## src/sv/prw_pkg.sv

```systemverilog
// Shared types, codes and helpers for the packet word reassembler.
`timescale 1ns / 1ps
`default_nettype none

package prw_pkg;

    localparam int unsigned DATA_W     = 32;
    localparam int unsigned CAP_W      = 13;
    localparam int unsigned EMPTY_W    = 2;
    localparam int unsigned INDEX_W    = 12;
    localparam int unsigned BYTES_W    = 15;
    localparam int unsigned CFG_IDX_W  = 1;
    localparam int unsigned CFG_DATA_W = 13;

    // Register indexes on the configuration port
    localparam logic [CFG_IDX_W-1:0] CFG_CAPACITY = 1'b0;
    localparam logic [CFG_IDX_W-1:0] CFG_SWAP     = 1'b1;

    localparam logic [CAP_W-1:0] CAPACITY_RESET = 13'd4096;
    localparam logic             SWAP_RESET     = 1'b1;

    typedef enum logic [1:0] {
        WS_DISCARD  = 2'd0,
        WS_STORED   = 2'd1,
        WS_COMPLETE = 2'd2
    } word_status_t;

    typedef struct packed {
        logic [CAP_W-1:0] capacity_words;
        logic             swap_bytes;
    } cfg_t;

    typedef struct packed {
        logic [DATA_W-1:0]  word_data;
        logic               start_of_packet;
        logic               end_of_packet;
        logic [EMPTY_W-1:0] empty_bytes;
    } in_item_t;

    typedef struct packed {
        word_status_t       word_status;
        logic               overlong;
        logic [DATA_W-1:0]  stored_word;
        logic [INDEX_W-1:0] word_index;
        logic [BYTES_W-1:0] byte_count;
    } result_t;

    function automatic logic [DATA_W-1:0] byte_reverse(input logic [DATA_W-1:0] w);
        byte_reverse = {w[7:0], w[15:8], w[23:16], w[31:24]};
    endfunction

endpackage

`default_nettype wire

```

## src/sv/prw_cfg_regs.sv

```systemverilog
// Configuration registers of the packet word reassembler.
`timescale 1ns / 1ps
`default_nettype none

module prw_cfg_regs (
    input  wire logic                            clk,
    input  wire logic                            rst_n,
    input  wire logic                            cfg_we,
    input  wire logic [prw_pkg::CFG_IDX_W-1:0]   cfg_index,
    input  wire logic [prw_pkg::CFG_DATA_W-1:0]  cfg_wdata,
    output prw_pkg::cfg_t                        cfg
);

    prw_pkg::cfg_t cfg_reg;
    prw_pkg::cfg_t cfg_next;

    always_comb
    begin
        cfg_next = cfg_reg;
        if (cfg_we)
        begin
            case (cfg_index)
                prw_pkg::CFG_CAPACITY: cfg_next.capacity_words = cfg_wdata;
                prw_pkg::CFG_SWAP:     cfg_next.swap_bytes     = cfg_wdata[0];
                default:               cfg_next                = cfg_reg;
            endcase
        end
    end

    always_ff @(posedge clk or negedge rst_n)
    begin
        if (!rst_n)
        begin
            cfg_reg.capacity_words <= prw_pkg::CAPACITY_RESET;
            cfg_reg.swap_bytes     <= prw_pkg::SWAP_RESET;
        end
        else
        begin
            cfg_reg <= cfg_next;
        end
    end

    assign cfg = cfg_reg;

endmodule

`default_nettype wire

```

## src/sv/prw_step.sv

```systemverilog
// Per-word deframing step: hunt, store, complete and overlong handling.
`timescale 1ns / 1ps
`default_nettype none

module prw_step #(
    parameter int unsigned MAX_WORDS = 4096,
    parameter int unsigned FILL_W    = 13
) (
    input  wire prw_pkg::cfg_t     cfg,
    input  wire prw_pkg::in_item_t item,
    input  wire logic [FILL_W-1:0] fill,
    output logic [FILL_W-1:0]   fill_next,
    output prw_pkg::result_t    res
);

    localparam int unsigned CMP_W   = (FILL_W > prw_pkg::CAP_W) ? FILL_W : prw_pkg::CAP_W;
    localparam int unsigned IDX_WW  = (FILL_W > prw_pkg::INDEX_W) ? FILL_W : prw_pkg::INDEX_W;
    localparam int unsigned BYTE_WW = (FILL_W + 2 > prw_pkg::BYTES_W) ? FILL_W + 2
                                                                       : prw_pkg::BYTES_W;
    localparam logic [CMP_W-1:0] MAX_CMP = CMP_W'(MAX_WORDS);

    logic [CMP_W-1:0]   cap_wide;
    logic [CMP_W-1:0]   cap_eff;
    logic               full;
    logic [FILL_W-1:0]  fill_base;
    logic [FILL_W-1:0]  fill_plus;
    logic               store;
    logic [IDX_WW-1:0]  idx_wide;
    logic [BYTE_WW-1:0] bytes_wide;

    always_comb
    begin
        // Clamp capacity to the range one to MAX_WORDS
        cap_wide = CMP_W'(cfg.capacity_words);
        if (cap_wide == '0)
            cap_eff = CMP_W'(1);
        else if (cap_wide > MAX_CMP)
            cap_eff = MAX_CMP;
        else
            cap_eff = cap_wide;

        // A word that arrives on a full packet abandons it and hunts again
        full      = (fill != '0) && (CMP_W'(fill) >= cap_eff);
        fill_base = full ? '0 : fill;
        fill_plus = fill_base + FILL_W'(1);
        store     = (fill_base != '0) || item.start_of_packet;

        idx_wide   = IDX_WW'(fill_base);
        bytes_wide = BYTE_WW'({fill_plus, 2'b00}) - BYTE_WW'(item.empty_bytes);

        res.word_status = prw_pkg::WS_DISCARD;
        res.overlong    = full;
        res.stored_word = '0;
        res.word_index  = '0;
        res.byte_count  = '0;
        fill_next       = fill_base;

        if (store)
        begin
            res.word_status = prw_pkg::WS_STORED;
            res.stored_word = cfg.swap_bytes ? prw_pkg::byte_reverse(item.word_data)
                                             : item.word_data;
            res.word_index  = idx_wide[prw_pkg::INDEX_W-1:0];
            fill_next       = fill_plus;
            if (item.end_of_packet)
            begin
                res.word_status = prw_pkg::WS_COMPLETE;
                res.byte_count  = bytes_wide[prw_pkg::BYTES_W-1:0];
                fill_next       = '0;
            end
        end
    end

endmodule

`default_nettype wire

```

## src/sv/packet_word_reassembler_core.sv

```systemverilog
// Top level of the packet word reassembler: input register, step logic, result register.
// Each accepted item is held in the input register, and its result in the result register before it reaches the output.
// Throughput: one item per cycle while out_ready holds; the input and result registers let a new item enter
//   while a finished result still waits for out_ready.
// The fill index register and the step logic close one loop per item.
// Reset clears both valid flags and the fill index, capacity 4096, byte swapping on.
`timescale 1ns / 1ps
`default_nettype none

module packet_word_reassembler_core #(
    parameter int unsigned MAX_WORDS = 4096
) (
    input  wire logic                               clk,
    input  wire logic                               rst_n,
    // input stream
    input  wire logic                               in_valid,
    output logic                                    in_ready,
    input  wire logic [prw_pkg::DATA_W-1:0]         word_data,
    input  wire logic                               start_of_packet,
    input  wire logic                               end_of_packet,
    input  wire logic [prw_pkg::EMPTY_W-1:0]        empty_bytes,
    // result stream
    output logic                                    out_valid,
    input  wire logic                               out_ready,
    output logic [1:0]                              word_status,
    output logic                                    overlong,
    output logic [prw_pkg::DATA_W-1:0]              stored_word,
    output logic [prw_pkg::INDEX_W-1:0]             word_index,
    output logic [prw_pkg::BYTES_W-1:0]             byte_count,
    // configuration
    input  wire logic                               cfg_we,
    input  wire logic [prw_pkg::CFG_IDX_W-1:0]      cfg_index,
    input  wire logic [prw_pkg::CFG_DATA_W-1:0]     cfg_wdata
);

    // Fill index counts up to MAX_WORDS inclusive
    localparam int unsigned FILL_W = $clog2(MAX_WORDS + 1);

    prw_pkg::cfg_t      cfg;
    prw_pkg::in_item_t  item_reg;
    prw_pkg::in_item_t  item_next;
    logic               item_valid_reg;
    logic               item_valid_next;
    prw_pkg::result_t   res_reg;
    prw_pkg::result_t   res_next;
    prw_pkg::result_t   step_res;
    logic               res_valid_reg;
    logic               res_valid_next;
    logic [FILL_W-1:0]  fill_reg;
    logic [FILL_W-1:0]  fill_next;
    logic [FILL_W-1:0]  step_fill;
    logic               res_free;
    logic               proc_fire;
    logic               in_fire;

    prw_cfg_regs u_cfg (
        .clk       (clk),
        .rst_n     (rst_n),
        .cfg_we    (cfg_we),
        .cfg_index (cfg_index),
        .cfg_wdata (cfg_wdata),
        .cfg       (cfg)
    );

    prw_step #(
        .MAX_WORDS (MAX_WORDS),
        .FILL_W    (FILL_W)
    ) u_step (
        .cfg       (cfg),
        .item      (item_reg),
        .fill      (fill_reg),
        .fill_next (step_fill),
        .res       (step_res)
    );

    // The result register frees up when empty or when its item is taken this cycle.
    // The held input item moves on whenever the result register frees up.
    always_comb
    begin
        res_free  = !res_valid_reg || out_ready;
        proc_fire = item_valid_reg && res_free;
        in_ready  = !item_valid_reg || res_free;
        in_fire   = in_valid && in_ready;

        item_next.word_data       = word_data;
        item_next.start_of_packet = start_of_packet;
        item_next.end_of_packet   = end_of_packet;
        item_next.empty_bytes     = empty_bytes;

        // Hold the input register unless a new item arrives; drop its valid once it moves on
        if (in_fire)
            item_valid_next = 1'b1;
        else if (proc_fire)
            item_valid_next = 1'b0;
        else
            item_valid_next = item_valid_reg;

        // Advance the fill index only when the step result is captured
        fill_next = proc_fire ? step_fill : fill_reg;
        res_next  = step_res;

        if (proc_fire)
            res_valid_next = 1'b1;
        else if (out_ready)
            res_valid_next = 1'b0;
        else
            res_valid_next = res_valid_reg;
    end

    always_ff @(posedge clk or negedge rst_n)
    begin
        if (!rst_n)
        begin
            item_valid_reg <= 1'b0;
            res_valid_reg  <= 1'b0;
            fill_reg       <= '0;
        end
        else
        begin
            item_valid_reg <= item_valid_next;
            res_valid_reg  <= res_valid_next;
            fill_reg       <= fill_next;
        end
    end

    // Payload registers carry no reset
    always_ff @(posedge clk)
    begin
        if (in_fire)
        begin
            item_reg <= item_next;
        end
        if (proc_fire)
        begin
            res_reg <= res_next;
        end
    end

    assign out_valid   = res_valid_reg;
    assign word_status = res_reg.word_status;
    assign overlong    = res_reg.overlong;
    assign stored_word = res_reg.stored_word;
    assign word_index  = res_reg.word_index;
    assign byte_count  = res_reg.byte_count;

`ifndef SYNTH
    // The fill index never runs past the largest packet
    assert property (@(posedge clk) disable iff (!rst_n)
        fill_reg <= FILL_W'(MAX_WORDS))
        else $error("fill index beyond MAX_WORDS");

    // A completed packet returns the block to hunting
    assert property (@(posedge clk) disable iff (!rst_n)
        proc_fire && (step_res.word_status == prw_pkg::WS_COMPLETE) |=> fill_reg == '0)
        else $error("fill index not cleared after packet end");

    // Overlong can only be flagged while a packet is open
    assert property (@(posedge clk) disable iff (!rst_n)
        proc_fire && step_res.overlong |-> fill_reg != '0)
        else $error("overlong flagged while hunting");

    // Back-pressure on the input only when both registers hold items and the output stalls
    assert property (@(posedge clk) disable iff (!rst_n)
        !in_ready |-> item_valid_reg && res_valid_reg && !out_ready)
        else $error("input stalled without cause");

    // The fill index moves only when an item passes through the step logic
    assert property (@(posedge clk) disable iff (!rst_n)
        !proc_fire |=> $stable(fill_reg))
        else $error("fill index changed without an item");
`endif

endmodule

`default_nettype wire
```

## config.mk

```make
export PLATFORM = sky130hd
export DESIGN_NAME = packet_word_reassembler_core
export DESIGN_NICKNAME = d
export VERILOG_FILES = /design/src/sv/prw_pkg.sv /design/src/sv/prw_cfg_regs.sv /design/src/sv/prw_step.sv /design/src/sv/packet_word_reassembler_core.sv
export SDC_FILE = /design/constraint.sdc
export NUM_CORES = 1
export LEC_CHECK = 0
export ABC_AREA = 1
export CAP_MARGIN = 0
export CORE_ASPECT_RATIO = 1.4
export CORE_MARGIN = 2
export CORE_UTILIZATION = 50
export DETAILED_ROUTE_END_ITERATION = 8
export DONT_BUFFER_PORTS = 1
export PLACE_DENSITY = 0.71
export SKIP_CTS_REPAIR_TIMING = 1
export SLEW_MARGIN = 20
export SYNTH_ARGS = -nofsm -noshare
export SYNTH_HDL_FRONTEND = slang
export SYNTH_HIERARCHICAL = 1
export SYNTH_SLANG_ARGS = --single-unit
```

## constraint.sdc

```tcl
create_clock -name clk -period 10.4 [get_ports clk]
set_input_delay 0.52 -clock clk [delete_from_list [all_inputs] [get_ports clk]]
set_output_delay 0.52 -clock clk [all_outputs]
set_load 0.005 [all_outputs]
```

======== After elaboration in Yosys (flattened, before gate mapping) ========
Index checks and enable logic that the tools add are counted.
word-level totals
  bits of input ports ..................... 55
  word-level logic and storage cells ...... 46
  output and inout bits ................... 64
  bits in registers ....................... 127
operators by class
  order comparisons ....................... 2
  bitwise operators ....................... 1
  add/sub/neg operators ................... 2
  reductions and logical operators ........ 16
  mux-type cells .......................... 11
operators by type and width
  operator               count
  $mux 13                5
  $mux 32                1
  $reduce_bool 13->1     2
  $sub 15x2->15          1
  $add 13x1->13 const B  1
  $ge 13x13->1           1
  $gt 13x13->1 const B   1
  $logic_not 13->1       1
  $reduce_and 2->1       3
  $mux 1                 4
  $reduce_bool 2->1      2
  $logic_and 1x1->1      3
  $logic_or 1x1->1       3
  $logic_not 1->1        2
  $mux 2                 1
  $not 1->1              1

======== Depth between registers and ports, before layout ========
  depth in word-level cells ............... 9
  gate-level depth with buffers ........... 27
  depth with buffers taken out ............ 26

======== By module ========
The synthesis kept the hierarchy.
by module, submodules not included
  module                        area an instance (µm²)  instances  sequential area each (µm²)  cells each
  packet_word_reassembler_core  3544.6                  1          3318.2                      164
  prw_step                      2001.9                  1          0.0                         387
  prw_cfg_regs                  606.8                   1          352.8                       63

======== Worst setup path before layout ========
OpenSTA, ideal clock, no wires.
  path kind ............................... reg-to-reg
  start point ............................. register u_cfg.cfg_reg (netlist bit u_cfg/cfg[9])
  end point ............................... register res_reg (netlist bit byte_count[12]) (data pin)
  path buffers ............................ 0
  clock period less this slack ............ 3515 ps
  data required time ...................... 10143 ps
  data arrival time ....................... 3258 ps
  library setup time ...................... 257 ps
  stages on the path, launching flop included .. 25
  slack ................................... 6885 ps
  path through ............................ dfrtp_1 > nor4_1 > nand3_1 > nand2_1 > nand2_1 > ha_1 > nand2_1 > inv_2 > nand3_1 > nor2_1 > nor2_1 > nand3_2 > nand2_2 > inv_1 > nor2_1 > ha_1 > nand3_2 > nor2_4 > nand3_2 > nand2_4 > nand2_4 > nor2_4 > nand3_1 > nand2_1 > a21oi_1
on the way
  longest elaborated chain between the ends .. 9
  elaborated cells between the ends (all ways) .. 12
  classes of those cells .................. add/sub (2); order compare (2); mux (3); reduce/logical (5)
ends and longest elaborated chain
  element                                                line                                 RTL
  start, declared                                        prw_cfg_regs.sv:14                   prw_pkg::cfg_t cfg_reg;
  start signal, assigned                                 prw_cfg_regs.sv:39                   cfg_reg <= cfg_next;
  $gt 13x13->1                                           prw_step.sv:37                       else if (cap_wide > MAX_CMP)
  $mux 13                                                prw_step.sv:37
  $mux 13 (*)                                            prw_step.sv:35                       if (cap_wide == '0)
  $ge 13x13->1 (*)                                       prw_step.sv:43                       full = (fill != '0) && (CMP_W'(fill) >= cap_eff);
  $logic_and 1x1->1 (*)                                  prw_step.sv:43
  named net u_step.full                                  prw_step.sv:24                       logic full;
  $mux 13 (*)                                            prw_step.sv:44                       fill_base = full ? '0 : fill;
  branches (longest 3 deep; another with $sub 15x2->15)  n/a
  end signal, assigned                                   packet_word_reassembler_core.sv:135  res_reg <= res_next;
  end, declared                                          packet_word_reassembler_core.sv:44   prw_pkg::result_t res_reg;
Mark *: on every way through the listed nets, which the timed path passes.
A chain may end at the register's enable or synchronous reset.

==> impl_metrics.tcl <==
set metrics [dict create \
    clkLatencyLatePin_ns 0.40 \
    tns_ns 0 \
    hold_depth 0 \
    ys_seq_area_share_pct 59.7 \
    r2r_cells 23 \
    reg2reg_slack_ns 5.81 \
    syn_to_final_growth_pct 10.7 \
    fin_skew_ns 0.00617 \
    grt_pass1_vias 4189 \
    worstSetupStartpointType "register" \
    synth_cells 614 \
    clk_pin_slew_ns 0.06 \
    period_minus_slack_ns 4.59 \
    reg2reg_from "u_cfg/cfg[9]" \
    p_total_w 0.00152 \
    vias 4284 \
    hold_ws_ns 0.207 \
    max_freq_ghz 0.218 \
    hp-class "input pin to register" \
    cpMostUsedCell "nand2_1" \
    synth_area_sq_um 6150 \
    crit_chain "nor4_1 > nand3_1 > nand2_1 > nand2_1 > ha_1 > nand2_1 > nor2_1 > nand2_1 > nand3_1 > nand2_1 > nand3_2 > nand2_2 > inv_1 > nor2_1 > inv_1 > ha_1 > inv_1 > nor4_1 > nand2_1 > inv_2 > nor2_4 > inv_2 > nor3_1" \
    path_max_fanout 36 \
    cellLeakagePower_nw 2.98 \
    drive_gt1_share_pct 13.4 \
    critPathLaunch "u_cfg/cfg[9]" \
    cts_tree "yes" \
    drc_errors 0 \
    worst_setup_path_end_kind "register" \
    clockBufferDepth 2 \
    core_sq_um 11900 \
    maxSlewViolCount 0 \
    viasPerCell 5.52 \
    synth.avg_cell_area_sq_um 10.0 \
    synth_cell_types 37 \
    yosysWarnings 6 \
    ir_drop_v 0.000144 \
    dr.pass1.iters 5 \
    ctsRootBufferMaster "clkbuf_16" \
    grt_first_pass_wirelength_um 20300 \
    cts_sinks 127 \
    antenna_left 0 \
    post-route-period-util_pct 44.1 \
    worstMarginPinSlew_ns 1.00 \
    initial_core_util_pct 51.5 \
    powerDensity_nw_per_um2 223 \
    die_h_um 135 \
    antenna_found_initial 0 \
    die-area_sq_um 13200 \
    io_buffers 0 \
    drt_iter0_markers 272 \
    holdPathEnd "item_reg[31]" \
    wl_per_cell_um 16.8 \
    largest_register_ffs 36 \
    htreeDepth 4 \
    ys_ff_latch 127 \
    cpMaxStageDelayCell "inv_2" \
    grt_util_all_layers_pct 19.8 \
    arrival_ns 4.74 \
    std_cell_rows 47 \
    max_slew_margin_pct 33.1 \
    rsz0062_at_grt "no" \
    wirelength_um 13000 \
    final_nets 688 \
    gp_congestion 0.915 \
    max_stage_delay_ns 0.53 \
    die_w_um 97.8 \
    dp.final_hpwl_um 9350 \
    cp.required_ns 10.55 \
    syn-num-nets 686 \
    maxCapViolations 0 \
    hold_start "word_data[27]" \
    grt_max_degree 66 \
    globalRouteOverflowTotal 0 \
    setup_viol 0 \
    finalHoldViolations 0 \
    cts_made_buffers 17 \
    io_pins 119 \
    critPathKind "register to register" \
    rr_endpoint "byte_count[9]" \
    status "completed" \
    antenna_cells 0 \
]
-- power breakdown --
group	leakage [nW]	internal [W]	switching (W)
Combinational	1.37	0.0000775	0.000167
Clock	0.277	0.000336	0.000231
Sequential	1.33	0.000648	0.0000598
-- placed cells by master (no fill, tap or decap), types with 8 or more instances in the layout --
cell type / instances
nand2_1: 130
a21oi_1: 26
inv_1: 62
nor2_1: 90
a211oi_1: 16
dfrtp_1: 27
nand3_2: 8
nand2_2: 15
nand3_1: 48
clkbuf_16: 17
ha_1: 17
edfxtp_1: 98
-- Yosys cell counts, drive strengths merged --
cell type,number,area [sq um]
nor3,6,40.0
nor4,5,37.5
nor2,99,424
o21bai,2,15.0
a21boi,1,7.51
nand3,57,338
clkbuf,7,26.3
nand4,7,43.8
o21ai,6,33.8
inv,69,259
ha,17,213
edfxtp,98,2940
a31oi,1,6.26
or2,1,6.26
xnor2,2,17.5
nand2,148,616
dfrtp,27,676
buf,14,123
dfstp,2,52.6
a21oi,26,130
xor2,3,26.3
a211oi,16,120
-- per-layer routing --
metal	vias to the layer above	GRT usage (%)	wire length, um
met2	170	35.4	6830
li1	2057	-	-
met5	-	0	0
met1	2027	20.0	4820
met3	30	8.31	1000
met4	0	9.34	373
-- worst max path at each step --
stage	end	slack [ns]	cells after the start
floorplan	byte_count[12]	6.88	24
global placement	byte_count[4]	6.03	23
detailed placement	byte_count[9]	5.93	23
CTS	byte_count[13]	5.92	25
global route	byte_count[13]	5.39	25
finish	byte_count[9]	5.81	23
-- metrics by stage --
step | instance area [sq um] | instances | setup WS (ns) | utilization [%]
after floorplan | 6150 | 614 | 6.88 | -
after global placement | 6200 | 742 | 6.03 | 52.0
after detailed placement | 6200 | 742 | 5.93 | 52.0
after CTS | 6780 | 774 | 5.92 | 56.8
after global routing | 6810 | 776 | 5.39 | 57.0
final | 6810 | 776 | 5.81 | 57.0
-- cell type report --
type | instances | area, sq um
clock buffers | 17 | 425
clock inverters | 15 | 150
fillers | 990 | 5130
inverters | 69 | 259
multi-input cells | 397 | 2070
flip-flops and latches | 127 | 3670
well taps | 147 | 184
repair buffers | 4 | 45.0
-- critical path: cells and delay by family, from the launching register on --
family        cells  cell delay, ns
simple gates     16            2.32
buf+inv           5            1.14
fa+ha+maj         2            0.47
flops             1            0.40
-- cells by family (layout without fill, tap and decap cells) --
group / after synthesis / after routing / synth area share (%)
buffers and inverters: 90 / 105 / 6.63
AO/OA/AOI/OAI: 52 / 52 / 5.08
XOR/XNOR: 5 / 5 / 0.712
flip-flops: 127 / 127 / 59.7
adder cells (fa/ha/maj): 17 / 17 / 3.46
AND/OR/NAND/NOR: 323 / 323 / 24.5
Power figures use the tool's default switching activity.
